`src/hdl/c2p_pkg.sv`:
```
// shared types, constants and the arctangent table for cartesian_to_polar
package c2p_pkg;

  localparam int COORD_WIDTH   = 16;
  localparam int CORDIC_STAGES = 16;
  localparam int GUARD_BITS    = 8;
  localparam int TABLE_LEN     = 24;

  // magnitude of a coordinate, one bit more to hold the most negative value
  localparam int ABS_W = COORD_WIDTH + 1;
  // sum of squares and square root remainder
  localparam int SQ_W  = 2 * COORD_WIDTH;
  // cordic x and y, with room for the cordic gain
  localparam int XY_W  = ABS_W + GUARD_BITS + 3;
  // angle accumulator, degrees in q.16
  localparam int Z_W   = 25;

  localparam int N_CELLS = (CORDIC_STAGES > COORD_WIDTH) ? CORDIC_STAGES : COORD_WIDTH;
  localparam int IDX_W   = $clog2(N_CELLS);

  localparam int ANG_W = 17;
  localparam int MAG_W = 16;

  // angle constants in q9.7 degrees
  localparam int DEG90  = 11520;
  localparam int DEG180 = 23040;
  localparam int DEG270 = 34560;
  localparam int DEG360 = 46080;

  localparam int DEG90_Q16   = DEG90 * 512;
  localparam int ANGLE_SHIFT = 9;
  localparam int ROUND_HALF  = 256;
  localparam int MAG_MAX     = (1 << MAG_W) - 1;

  typedef struct packed {
    logic valid;
    logic xzero;
    logic yzero;
    logic xneg;
    logic yneg;
  } ctl_t;

  typedef struct packed {
    logic [XY_W-1:0] cx;
    logic [XY_W-1:0] cy;
    logic [Z_W-1:0]  z;
    logic [SQ_W-1:0] rem;
    logic [SQ_W-1:0] res;
  } cell_data_t;

  // round(atan(2^-i) * 65536) in degrees
  function automatic logic [Z_W-1:0] atan_q16(input logic [IDX_W-1:0] i);
    logic [Z_W-1:0] v;
    case (int'(i))
      0:       v = Z_W'(2949120);
      1:       v = Z_W'(1740967);
      2:       v = Z_W'(919879);
      3:       v = Z_W'(466945);
      4:       v = Z_W'(234379);
      5:       v = Z_W'(117304);
      6:       v = Z_W'(58666);
      7:       v = Z_W'(29335);
      8:       v = Z_W'(14668);
      9:       v = Z_W'(7334);
      10:      v = Z_W'(3667);
      11:      v = Z_W'(1833);
      12:      v = Z_W'(917);
      13:      v = Z_W'(458);
      14:      v = Z_W'(229);
      15:      v = Z_W'(115);
      16:      v = Z_W'(57);
      17:      v = Z_W'(29);
      18:      v = Z_W'(14);
      19:      v = Z_W'(7);
      20:      v = Z_W'(4);
      21:      v = Z_W'(2);
      22:      v = Z_W'(1);
      default: v = '0;
    endcase
    return v;
  endfunction

endpackage

```
`src/hdl/c2p_finish.sv`:
```
// angle rounding, quadrant placement, magnitude rounding and result register
module c2p_finish (
  input  logic                               clk,
  input  logic                               rst,
  input  c2p_pkg::ctl_t                      ctl_in,
  input  c2p_pkg::cell_data_t                d_in,
  output logic                               done,
  output logic signed [c2p_pkg::ANG_W-1:0]   angle_deg,
  output logic [c2p_pkg::MAG_W-1:0]          magnitude
);
  import c2p_pkg::*;

  logic [Z_W-1:0]    zc, zr;
  logic [ANG_W-1:0]  phi;
  logic [ANG_W:0]    ang, ang_w;
  logic [ANG_W-1:0]  ang_final;
  logic [SQ_W:0]     mag_r;
  logic [MAG_W-1:0]  mag_final;

  always_comb begin
    if (d_in.z[Z_W-1]) begin
      zc = '0;
    end else if (d_in.z > Z_W'(DEG90_Q16)) begin
      zc = Z_W'(DEG90_Q16);
    end else begin
      zc = d_in.z;
    end
    zr  = (zc + Z_W'(ROUND_HALF)) >> ANGLE_SHIFT;
    phi = ctl_in.yzero ? '0 : zr[ANG_W-1:0];

    if (!ctl_in.xneg) begin
      ang = ctl_in.yneg ? ((ANG_W+1)'(DEG360) - {1'b0, phi}) : {1'b0, phi};
    end else begin
      ang = ctl_in.yneg ? ((ANG_W+1)'(DEG180) + {1'b0, phi})
                        : ((ANG_W+1)'(DEG180) - {1'b0, phi});
    end
    // wraps a full turn back to zero
    ang_w = (ang >= (ANG_W+1)'(DEG360)) ? (ang - (ANG_W+1)'(DEG360)) : ang;

    if (ctl_in.xzero && ctl_in.yzero) begin
      ang_final = '1;
    end else if (ctl_in.xzero) begin
      ang_final = ctl_in.yneg ? ANG_W'(DEG270) : ANG_W'(DEG90);
    end else begin
      ang_final = ang_w[ANG_W-1:0];
    end

    mag_r = {1'b0, d_in.res} + (SQ_W+1)'(d_in.rem > d_in.res);
    if (mag_r > (SQ_W+1)'(MAG_MAX)) begin
      mag_final = MAG_W'(MAG_MAX);
    end else begin
      mag_final = mag_r[MAG_W-1:0];
    end
  end

  always_ff @(posedge clk) begin
    if (rst) begin
      done <= 1'b0;
    end else begin
      done <= ctl_in.valid;
    end
  end

  always_ff @(posedge clk) begin
    angle_deg <= $signed(ang_final);
    magnitude <= mag_final;
  end

endmodule

```
`config.mk`:
```
export PLATFORM = sky130hd
export DESIGN_NAME = c2p_finish
export DESIGN_NICKNAME = d
export VERILOG_FILES = /design/src/hdl/c2p_pkg.sv /design/src/hdl/c2p_finish.sv
export SDC_FILE = /design/constraint.sdc
export NUM_CORES = 1
export LEC_CHECK = 0
export BUFFER_PORTS_ARGS = -buffer_cell sky130_fd_sc_hd__buf_2
export CAP_MARGIN = 20
export CORE_MARGIN = 3
export CORE_UTILIZATION = 45
export CTS_CLUSTER_DIAMETER = 30
export CTS_CLUSTER_SIZE = 20
export DETAILED_ROUTE_END_ITERATION = 6
export PLACE_DENSITY = 0.89
export SETUP_SLACK_MARGIN = 0.1
export SLEW_MARGIN = 20
export SYNTH_ARGS = -nofsm -noshare
export SYNTH_HDL_FRONTEND = slang
export SYNTH_SLANG_ARGS = --single-unit
```
`constraint.sdc`:
```
create_clock -name clk -period 15.25 [get_ports clk]
set_clock_uncertainty 0.15 [all_clocks]
set_input_delay 2.2875 -clock clk [delete_from_list [all_inputs] [get_ports clk]]
set_output_delay 2.2875 -clock clk [all_outputs]
set_load 0.05 [all_outputs]
```
==> results_dict.tcl <==
set metrics [dict create \
    max_freq_mhz 116.9 \
    synth_top_cell_by_area "dfxtp_1" \
    synth_ff_type "dfxtp_1" \
    postSynthNetCount 736 \
    synth-xor-area-share_pct 6.554 \
    drive_above_1_share_pct 23.79 \
    critical_path_class "input pin to flop" \
    arrival_ps 8580 \
    die-area_sq_um 10080 \
    drtAntennaViolNets 0 \
    io_pins 186 \
    slew_violations 0 \
    postCtsSetupBuffers 0 \
    cts_max_path_buffers 2 \
    grt_pass1_wl_microns 19220 \
    slew-limit-headroom_pct 42.71 \
    whs_ps 2011 \
    critPathBufInv 3 \
    drcViolationCount 0 \
    peakVddDrop_mv 0.04918 \
    power.density_nw_per_um2 64.76 \
    synth_top_cells_by_count "nand2_1, inv_1, ha_1" \
    drt_iter0_drc 432 \
    rsz0062_at_grt "false" \
    synthCells 542 \
    critPathCaptureType "flop" \
    cts.htree.levels 2 \
    synth-simple-area-share_pct 28.75 \
    finalSetupTns_ps 0 \
    die_y_microns 100.4 \
    core_area_sq_um 8423 \
    fp.dieW_microns 100.4 \
    power.static_leakage_nw 2.181 \
    fin_crit_sh_pct 56.11 \
    antennaDiodeCount 0 \
    grt_pass1_vias 4270 \
    synth.area.mux_share_pct 2.341 \
    placedInstanceArea_sq_um 4711 \
    synth-adder-area-share_pct 13.11 \
    gr-usage-met3_pct 3.197 \
    critPathSlowestCell "or4_1" \
    design_area_sq_um 4848 \
    hpwl_microns 9792 \
    drt-wirelength-per-cell_microns 15.65 \
    yosysUniqueCellTypes 75 \
    ys_ff_latch 34 \
    synth-edff-count 0 \
    fill_cells 756 \
    place_ws_ps 6506 \
    std_cell_rows 33 \
    start_util_pct 47.59 \
    ctsResizeCount 0 \
    cp_common_cell "ha_1" \
    routabilityCongestion 0.9523 \
    area_growth_pct 20.94 \
    cts_sinks 34 \
    grt_usage_pct 22.75 \
    seq_area_sq_um 680.7 \
    drt_wl_total_microns 11980 \
    crit_family "simple AND/OR/NAND/NOR gates" \
    post-synth-top-count-cell "nand2_1" \
    status "finished clean" \
    crit_path_start_kind "input pin" \
    drt_pass1_iterations 5 \
    yosysWarnings 0 \
    numCtsBuffers 5 \
    viasPerCell 5.948 \
    overflow 0 \
    met2_usage_pct 39.91 \
    multi_input_area_sq_um 3077 \
    grtUsageMet1_pct 29.03 \
    yosys-top-cells-area "dfxtp_1, ha_1, xnor2_1" \
    hold_class "input pin to flop" \
    maxCapViolCount 0 \
    cp_cell_sequence "buf_2, or4_1, or3_4, o21ai_2, and2_1, ha_1, nand3_1, or4_1, or2_0, a31oi_2, inv_1, ha_1, nor2b_1, a22o_1, a32oi_1, xnor2_1, inv_1, ha_1, o2111ai_1, or3_4, nor4b_4, a2bb2oi_2, a21oi_1, o31a_1" \
    synth_top_area_share_pct 16.98 \
    tightest_slew_ps 852.8 \
    slowest_delay_ps 560 \
    crit_required_ps 15270 \
    cts_tree "done" \
    route.vias.total 4550 \
    layout_setup_ws_ps 6694 \
    busiest_layer "met2" \
    finalSetupViolations 0 \
    yosysSeqAreaShare_pct 16.98 \
    hold_violations 0 \
    clk_pin_slew_ps 70 \
    syn_area_sq_um 4009 \
    dpl.cell_count 757 \
    synth_top_family_by_area "simple AND/OR/NAND/NOR gates" \
    critPathMaxFanout 11 \
    synth_compound_area_share_pct 26.00 \
    antenna_found_initial 0 \
    grt_max_degree 24 \
    holdBufCountCts 0 \
    fin_crit_ps 8556 \
    portBuffers 129 \
    final_cells 765 \
    nets 853 \
    synth_area_per_cell_sq_um 7.396 \
    ys_async_sr_fraction_pct 0 \
    clock-root-buffer "clkbuf_8" \
]
worst paths after layout:
kind / from / cells past startpoint / end / slack (ps)
hold / removal: rst / 2 / done$_SDFF_PP0_ / 2010
setup / recovery: d_in[74] / 24 / angle_deg[11]$_SDFF_PP1_ / 6690
layer usage:
metal	share of wire, %	vias to the layer above
met4	2.4	0
met2	49	203
met1	42	2078
li1	-	2235
met5	0	-
met3	7.0	34
cells by family after synthesis:
logic type                 Yosys count
AOI/OAI and AO/OA                  145
xor gates and xnor gates            30
adders and majority gates           42
buffers and inverters               66
DFF                                 34
muxes                                9
and+or+nand+nor                    216
through the flow:
step | power, W | utilization [%]
5_1_grt | 0.0003324 | 57.56
3_3_place_gp | 0.0002105 | 55.93
4_1_cts | 0.0003150 | 57.56
3_5_place_dp | 0.0002151 | 55.93
2_1_floorplan | 0.0001775 | -
6_report | 0.0003140 | 57.56
registers in the layout, summed over array words and instances, names as in the netlist:
name / count
magnitude: 16
done: 1
angle_deg: 17
placed cells by master, fill, tap and decap left out, types with 6 or more instances in the layout:
cell type | netlist | routed
o21a_1 | 12 | 12
buf_2 | 3 | 129
o21ai_0 | 22 | 22
and3_1 | 7 | 7
dfxtp_1 | 34 | 34
inv_1 | 46 | 46
or4_1 | 6 | 6
nor4_1 | 6 | 6
nand2b_1 | 10 | 10
o31ai_1 | 9 | 9
mux2i_1 | 6 | 6
nand3_1 | 17 | 17
nand4_1 | 21 | 21
a21o_1 | 11 | 11
a21oi_1 | 28 | 28
nor2_1 | 39 | 39
ha_1 | 42 | 42
nor3_1 | 17 | 17
xnor2_1 | 27 | 27
nand2_1 | 54 | 54
nor2b_1 | 9 | 9
report_power, final:
| group | total, W | switching, W | internal, W |
|---|---|---|---|
| combinational | 0.000121 | 0.0000755 | 0.0000452 |
| clock | 0.0000989 | 0.0000334 | 0.0000655 |
| sequential | 0.0000945 | 0.00000108 | 0.0000934 |
cell type report:
class                   count  area share, %
multi-input cells         442          63.46
flip-flops and latches     34          14.04
repair buffers            129          13.32
inverters                  47          3.639
well taps                 105          2.710
clock buffers               5          1.419
clock inverters             3          1.419
(Power assumes the default switching activity.)
