--- src/hdl/c2p_pkg.sv ---
// shared types, constants and the arctangent table for cartesian_to_polar
package c2p_pkg;

  localparam int COORD_WIDTH   = 16;
  localparam int CORDIC_STAGES = 16;
  localparam int GUARD_BITS    = 8;
  localparam int TABLE_LEN     = 24;

  // magnitude of a coordinate, one bit more to hold the most negative value
  localparam int ABS_W = COORD_WIDTH + 1;
  // sum of squares and square root remainder
  localparam int SQ_W  = 2 * COORD_WIDTH;
  // cordic x and y, with room for the cordic gain
  localparam int XY_W  = ABS_W + GUARD_BITS + 3;
  // angle accumulator, degrees in q.16
  localparam int Z_W   = 25;

  localparam int N_CELLS = (CORDIC_STAGES > COORD_WIDTH) ? CORDIC_STAGES : COORD_WIDTH;
  localparam int IDX_W   = $clog2(N_CELLS);

  localparam int ANG_W = 17;
  localparam int MAG_W = 16;

  // angle constants in q9.7 degrees
  localparam int DEG90  = 11520;
  localparam int DEG180 = 23040;
  localparam int DEG270 = 34560;
  localparam int DEG360 = 46080;

  localparam int DEG90_Q16   = DEG90 * 512;
  localparam int ANGLE_SHIFT = 9;
  localparam int ROUND_HALF  = 256;
  localparam int MAG_MAX     = (1 << MAG_W) - 1;

  typedef struct packed {
    logic valid;
    logic xzero;
    logic yzero;
    logic xneg;
    logic yneg;
  } ctl_t;

  typedef struct packed {
    logic [XY_W-1:0] cx;
    logic [XY_W-1:0] cy;
    logic [Z_W-1:0]  z;
    logic [SQ_W-1:0] rem;
    logic [SQ_W-1:0] res;
  } cell_data_t;

  // round(atan(2^-i) * 65536) in degrees
  function automatic logic [Z_W-1:0] atan_q16(input logic [IDX_W-1:0] i);
    logic [Z_W-1:0] v;
    case (int'(i))
      0:       v = Z_W'(2949120);
      1:       v = Z_W'(1740967);
      2:       v = Z_W'(919879);
      3:       v = Z_W'(466945);
      4:       v = Z_W'(234379);
      5:       v = Z_W'(117304);
      6:       v = Z_W'(58666);
      7:       v = Z_W'(29335);
      8:       v = Z_W'(14668);
      9:       v = Z_W'(7334);
      10:      v = Z_W'(3667);
      11:      v = Z_W'(1833);
      12:      v = Z_W'(917);
      13:      v = Z_W'(458);
      14:      v = Z_W'(229);
      15:      v = Z_W'(115);
      16:      v = Z_W'(57);
      17:      v = Z_W'(29);
      18:      v = Z_W'(14);
      19:      v = Z_W'(7);
      20:      v = Z_W'(4);
      21:      v = Z_W'(2);
      22:      v = Z_W'(1);
      default: v = '0;
    endcase
    return v;
  endfunction

endpackage

--- src/hdl/c2p_front.sv ---
// input register, absolute values, squares and cell chain seed
module c2p_front (
  input  logic                                clk,
  input  logic                                rst,
  input  logic                                accept,
  input  logic signed [c2p_pkg::COORD_WIDTH-1:0] x_coord,
  input  logic signed [c2p_pkg::COORD_WIDTH-1:0] y_coord,
  output c2p_pkg::ctl_t                       ctl_out,
  output c2p_pkg::cell_data_t                 d_out
);
  import c2p_pkg::*;

  logic signed [ABS_W-1:0] sx, sy;
  logic [ABS_W-1:0]        ax_in, ay_in;
  ctl_t                    ctl_in;

  ctl_t             a_ctl, b_ctl;
  logic [ABS_W-1:0] a_ax, a_ay, b_ax, b_ay;
  logic [SQ_W-1:0]  b_sqx, b_sqy;
  logic [2*ABS_W-1:0] prod_x, prod_y;

  assign sx = {x_coord[COORD_WIDTH-1], x_coord};
  assign sy = {y_coord[COORD_WIDTH-1], y_coord};
  assign ax_in = x_coord[COORD_WIDTH-1] ? -sx : sx;
  assign ay_in = y_coord[COORD_WIDTH-1] ? -sy : sy;

  always_comb begin
    ctl_in.valid = accept;
    ctl_in.xzero = (x_coord == '0);
    ctl_in.yzero = (y_coord == '0);
    ctl_in.xneg  = x_coord[COORD_WIDTH-1];
    ctl_in.yneg  = y_coord[COORD_WIDTH-1];
  end

  assign prod_x = a_ax * a_ax;
  assign prod_y = a_ay * a_ay;

  always_ff @(posedge clk) begin
    if (rst) begin
      a_ctl   <= '0;
      b_ctl   <= '0;
      ctl_out <= '0;
    end else begin
      a_ctl   <= ctl_in;
      b_ctl   <= a_ctl;
      ctl_out <= b_ctl;
    end
  end

  always_ff @(posedge clk) begin
    a_ax      <= ax_in;
    a_ay      <= ay_in;
    b_ax      <= a_ax;
    b_ay      <= a_ay;
    b_sqx     <= prod_x[SQ_W-1:0];
    b_sqy     <= prod_y[SQ_W-1:0];
    d_out.cx  <= {{(XY_W-ABS_W-GUARD_BITS){1'b0}}, b_ax, {GUARD_BITS{1'b0}}};
    d_out.cy  <= {{(XY_W-ABS_W-GUARD_BITS){1'b0}}, b_ay, {GUARD_BITS{1'b0}}};
    d_out.z   <= '0;
    d_out.rem <= b_sqx + b_sqy;
    d_out.res <= '0;
  end

endmodule

--- config.mk ---
export PLATFORM = sky130hd
export DESIGN_NAME = c2p_front
export DESIGN_NICKNAME = d
export VERILOG_FILES = /design/src/hdl/c2p_pkg.sv /design/src/hdl/c2p_front.sv
export SDC_FILE = /design/constraint.sdc
export NUM_CORES = 1
export LEC_CHECK = 0
export BUFFER_PORTS_ARGS = -buffer_cell sky130_fd_sc_hd__clkbuf_2
export CAP_MARGIN = 20
export CORE_MARGIN = 3
export CORE_UTILIZATION = 25
export CTS_CLUSTER_DIAMETER = 80
export DETAILED_ROUTE_END_ITERATION = 7
export PLACE_DENSITY = 0.44
export SLEW_MARGIN = 0
export SYNTH_ARGS = -nofsm -noshare
export SYNTH_HDL_FRONTEND = slang
export SYNTH_SLANG_ARGS = --single-unit
--- constraint.sdc ---
create_clock -name clk -period 5.6 [get_ports clk]
set_input_delay 1.12 -clock clk [delete_from_list [all_inputs] [get_ports clk]]
set_output_delay 1.12 -clock clk [all_outputs]
set_load 0.03 [all_outputs]
==> results.tsv, run 1 <==
metric	value	unit
clock.fmax	0.181	GHz
drive_gt1_frac	0.251	
rsz0062_at_grt	yes	
synth_top_cell_by_area	fa_1	
final.period_utilization	0.988	
cts_buffers	31	
boundaryPins	185	
status	finished, final reports clean	
antenna_cells	0	
critPathCaptureType	register	
core	90800	sq um
finalSetupViolCount	0	
post_dp_cell_area	27000	sq um
place.port_buffers	105	
dp_slack	-454	ps
rows	110	
hold_violations	0	
antenna_found_initial	5	
track_usage	0.124	
cp.arrival	6030	ps
clk-insertion-delay-late	620	ps
grt_overflow	0	
final.setup.tns	0	ps
hpwl	49300	um
first_iter_violations	519	
synth-edff-count	0	
h-tree-depth	1	
ys_warn_count	0	
nNetsFinal	3491	
area_growth_syn_to_layout	27.2	%
place_congestion	0.801	
synth.cell_area	23100	sq um
grt_max_degree	19	
worstMarginPinSlew	734	ps
vias	16571	
yosysMostFrequentCell	inv_1	
grt_pass1_vias	17808	
finalWirelength	58100	um
start_kind	register	
path_class	register to register	
cp_data_required_time	6100	ps
hold_slack	321	ps
yosysTopAreaCellShare	0.330	
clk_pin_slew	60	ps
die-area	96000	sq um
routedWlPerCell	14.4	um
synth_area_leaders	fa_1, dfxtp_1, ha_1	
skew	15.8	ps
min_period	5530	ps
drtPass1Iterations	4	
viasPerCell	4.10	
design_area	29400	sq um
hp-class	register to register	
drv_slew	0	
ys_seq_area_frac	0.181	
grt_pass1_wl	94400	um
clockRootBuffer	clkbuf_16	
synth_ff_type	dfxtp_1	
cts.sinks	209	
postRouteAntennaNets	0	
slew_headroom	0.509	
syn_area_per_cell	9.51	sq um
worst_slack	68.0	ps
crit_path_max_fanout	7	
die-width	310	um
netlist_instances	2427	
synth.distinct_cells	67	
maxCapViolCount	0	
initial_utilization	0.254	
cts_tree	done	
clock_path_buffers	3	
ys_ff_latch	209	
drcViolationCount	0	
async_flop_share	0	
synth_common_cells	inv_1, fa_1, ha_1	
die_y	310	um
-- layout by cell type (no fill, tap or decap), types with 7 or more instances in the layout --
cell type    n
buf_12      14
and3_1       9
and2_1      91
nor2b_1     24
nand2b_1    11
ha_4        22
dfxtp_1    177
fa_1       362
buf_6       18
inv_2       27
conb_1      81
a21oi_2     20
o21bai_1    11
clkbuf_2   105
o21ai_0     33
nor2_2       8
inv_1      534
o21ai_1      7
a21o_1      48
nor2_1      51
o21ai_2      8
fa_2        18
nand4_1     15
buf_4      289
o211ai_1    11
a21oi_1     64
dfxtp_4     26
o31ai_1      7
nand2_2     23
xor2_1      35
o21a_1      10
or2_2        7
nand3_1     10
clkbuf_16   33
ha_1       214
and2_4      13
nand2_1    188
xnor2_1     96
-- stage by stage --
step	util	instances
floorplan	-	2507
global placement	0.297	3958
detailed placement	0.297	3958
CTS	0.311	4019
global route	0.323	4041
finish	0.323	4041
-- worst max-delay path: stages, from the launching register on --
cell	delay (ps)
dfxtp_4	380
buf_4	170
nand2_1	90
inv_2	50
fa_1	520
inv_1	50
fa_2	540
fa_1	420
inv_1	80
fa_1	420
fa_1	490
fa_1	560
ha_4	210
buf_4	130
inv_1	100
nor2_4	50
o211ai_1	160
buf_4	170
buf_4	100
o211ai_1	150
a21oi_2	280
o21bai_1	120
xor2_1	170
-- sequential cells by signal, summed over array words and instances (netlist names) --
name / cells
a_ay: 17
b_sqx: 31
b_ax: 16
a_ax: 17
d_out: 66
a_ctl: 5
b_ay: 16
ctl_out: 5
b_sqy: 31
b_ctl: 5
-- kinds of logic after synthesis --
family	after synthesis	share of synthesized area
other	1	0.000162
adder cells (fa/ha/maj)	616	0.457
AND/OR/NAND/NOR	494	0.104
multiplexers	3	0.00141
buffers and inverters	691	0.125
XOR/XNOR	133	0.0505
flip-flops	209	0.181
AO/OA/AOI/OAI	280	0.0796
-- metal layers --
| metal | wire length, um | global-route usage | up-vias | part of all wire |
|---|---|---|---|---|
| li1 | - | - | 8133 | - |
| met1 | 28700 | 0.180 | 8144 | 0.49 |
| met2 | 26200 | 0.200 | 242 | 0.45 |
| met3 | 2090 | 0.0168 | 52 | 0.036 |
| met4 | 1030 | 0.0220 | 0 | 0.018 |
| met5 | 0 | 0 | - | 0 |
-- area by class of cell --
class,count,area [sq um]
Sequential cell,209,4290
Fill cell,9544,61500
Tap cell,1176,1470
Clock buffer,37,828
Inverter,561,2110
Clock inverter,21,203
Timing Repair Buffer,430,3260
Multi-Input combinational cell,1607,17200
-- repair_timing --
item,in CTS,in global routing
pin swaps,18,112
gates resized for setup,71,236
endpoints found under the setup margin,26,28
setup buffers,3,22
cloned,0,2
endpoints found under the hold margin,0,0
hold buffers,0,0
-- worst paths after layout --
check / from / end / slack, ps / depth (start not counted)
min: b_ax[15] / d_out[140] / 320 / 0
min reg2reg: b_ax[15] / d_out[140] / 320 / 0
max: a_ax[4] / b_sqx[27] / 70 / 22
max reg2reg: a_ax[4] / b_sqx[27] / 70 / 22
Power of run 1 is not shown: default switching activity piles up to over one toggle a cycle in this logic, so the estimate is an artifact.
==> inputs of run 2 (changes only) <==
CELL_PAD_IN_SITES_DETAIL_PLACEMENT = 1   (was default)
CELL_PAD_IN_SITES_GLOBAL_PLACEMENT = 2   (was default)
PLACE_DENSITY = 0.59   (was 0.44)
clock period = 6.5 ns   (was 5.6 ns; I/O delays follow)
==> run 2 against run 1 <==
Count of clock-buffer cells in the layout decreased by 3. Sequential share of layout area up 1.5 points. Clock skew is 9.3 ps higher. Via count shrank 4.0%. Fmax down 11%. Register-to-register slack gained 250 ps. Die area did not move. Critical path depth down 3. Wire length increased by 1.6%. Non-clock buffer count shrank 275.
==> results.tsv, run 2 (synthesis results as in run 1) <==
metric	value	unit
regArea	4200	sq um
post_cts_buffers	0	
hold_violations	0	
die-width	310	um
worst_slack	317	ps
clock.fmax	0.162	GHz
area_growth_syn_to_layout	13.0	%
drtPass1Iterations	5	
cts_tree	done	
clk_pin_slew	60	ps
layout_common_cells	inv_1, fa_1, ha_1	
fill_cells	10525	
grt_overflow	0	
reg2reg_slack	320	ps
post_dp_cell_area	25000	sq um
min_period	6180	ps
routedWlPerCell	15.7	um
cp_data_required_time	6970	ps
clock_path_buffers	3	
initial_utilization	0.254	
cpMaxStageDelayCell	dfxtp_1	
clk-insertion-delay-late	610	ps
track_usage	0.129	
critPathCaptureType	register	
design_area	26100	sq um
hold_slack	312	ps
grt.busiest_layer	met2	
viasPerCell	4.22	
start_kind	register	
core	90800	sq um
r2r_start	a_ax[12]	
largest_reg_flops	66	
cp_cell_sequence	buf_4 > nand2_1 > fa_1 > fa_1 > inv_1 > fa_1 > inv_1 > fa_1 > fa_1 > fa_1 > inv_1 > ha_1 > a21oi_1 > o21ai_0 > a31oi_1 > o21ai_1 > a2111oi_2 > or4_1 > nand3_1	
final_common_cell	inv_1	
place_congestion	0.809	
setup.worst_path.end	b_sqx[30]	
slew_headroom	0.502	
place.port_buffers	105	
h-tree-depth	1	
grt_use_met3	0.0164	
hpwl	51200	um
path_delay_family	adder cells	
grt_util_met2	0.216	
status	finished, final reports clean	
drcViolationCount	0	
die_y	310	um
drv_slew	0	
skew	25.1	ps
crit_cells	19	
rsz0062_at_grt	no	
cp_num_buf_inv	4	
dp_slack	-153	ps
antenna_found_initial	5	
reg2reg_depth	19	
drive_gt1_frac	0.0947	
first_iter_violations	458	
grt_pass1_wl	98600	um
met1_usage	0.178	
postRouteAntennaNets	0	
worstMarginPinSlew	745	ps
finalSetupViolCount	0	
grt_max_degree	19	
multi_input_comb_area	16300	sq um
grt_pass1_vias	18338	
hp-class	register to register	
crit_top_cell	fa_1	
final.period_utilization	0.951	
startpoint	a_ax[12]	
r2r_end	b_sqx[30]	
nNetsFinal	3216	
path_class	register to register	
cts.sinks	209	
boundaryPins	185	
slowest_delay	570	ps
utilization	0.287	
die-area	96000	sq um
crit_path_max_fanout	12	
finalWirelength	59000	um
largest-register	d_out	
cts_buffers	31	
cp.arrival	6660	ps
clockRootBuffer	clkbuf_16	
largestRegisters	d_out: 66 flops, b_sqx: 31 flops, b_sqy: 31 flops	
rows	110	
maxCapViolCount	0	
vias	15910	
run 2: timing repair:
item                       4_1_cts  5_1_grt
setup endpoints to repair        2        7
hold buffers                     0        0
hold endpoints to repair         0        0
gates resized for setup          4       12
run 2: layer usage:
| layer | routed length [um] | share of wire | vias to the layer above |
|---|---|---|---|
| li1 | - | - | 7571 |
| met1 | 27900 | 0.47 | 8071 |
| met2 | 27900 | 0.47 | 227 |
| met3 | 2000 | 0.034 | 41 |
| met4 | 1150 | 0.020 | 0 |
| met5 | 0 | 0 | - |
run 2: stage by stage:
| stage | instances | TNS [ps] |
|---|---|---|
| 2_1_floorplan | 2507 | 0 |
| 3_3_place_gp | 3708 | -56.8 |
| 3_5_place_dp | 3708 | -153 |
| 4_1_cts | 3764 | 0 |
| 5_1_grt | 3764 | 0 |
| 6_report | 3767 | 0 |
run 2: final cells by class:
| type | instances | share of cell area |
|---|---|---|
| diodes | 3 | 0.000288 |
| clock buffers | 34 | 0.0306 |
| clock inverters | 22 | 0.0107 |
| inverters | 561 | 0.0807 |
| multi-input cells | 1607 | 0.626 |
| flip-flops and latches | 209 | 0.161 |
| well taps | 1176 | 0.0564 |
| repair buffers | 155 | 0.0345 |
run 2: worst register-to-register path: stages (launching register included):
cell and delay (ps):
dfxtp_1 570, buf_4 300, nand2_1 140, fa_1 480, fa_1 490, inv_1 50, fa_1 520, inv_1 60
fa_1 550, fa_1 430, fa_1 490, inv_1 40, ha_1 360, a21oi_1 240, o21ai_0 210, a31oi_1 190
o21ai_1 160, a2111oi_2 510, or4_1 200, nand3_1 70
run 2: worst min-delay path by stage:
stage / cells past startpoint / start / end / slack (ps)
after CTS: 0 / b_ay[16] / d_out[113] / 310
after floorplan: 0 / b_ay[3] / d_out[100] / 310
after detailed placement: 0 / b_ax[2] / d_out[127] / 310
after global routing: 0 / b_ay[16] / d_out[113] / 330
final: 0 / b_ay[16] / d_out[113] / 310
after global placement: 0 / b_ax[13] / d_out[138] / 310
Power of run 2 is left out for the same reason.
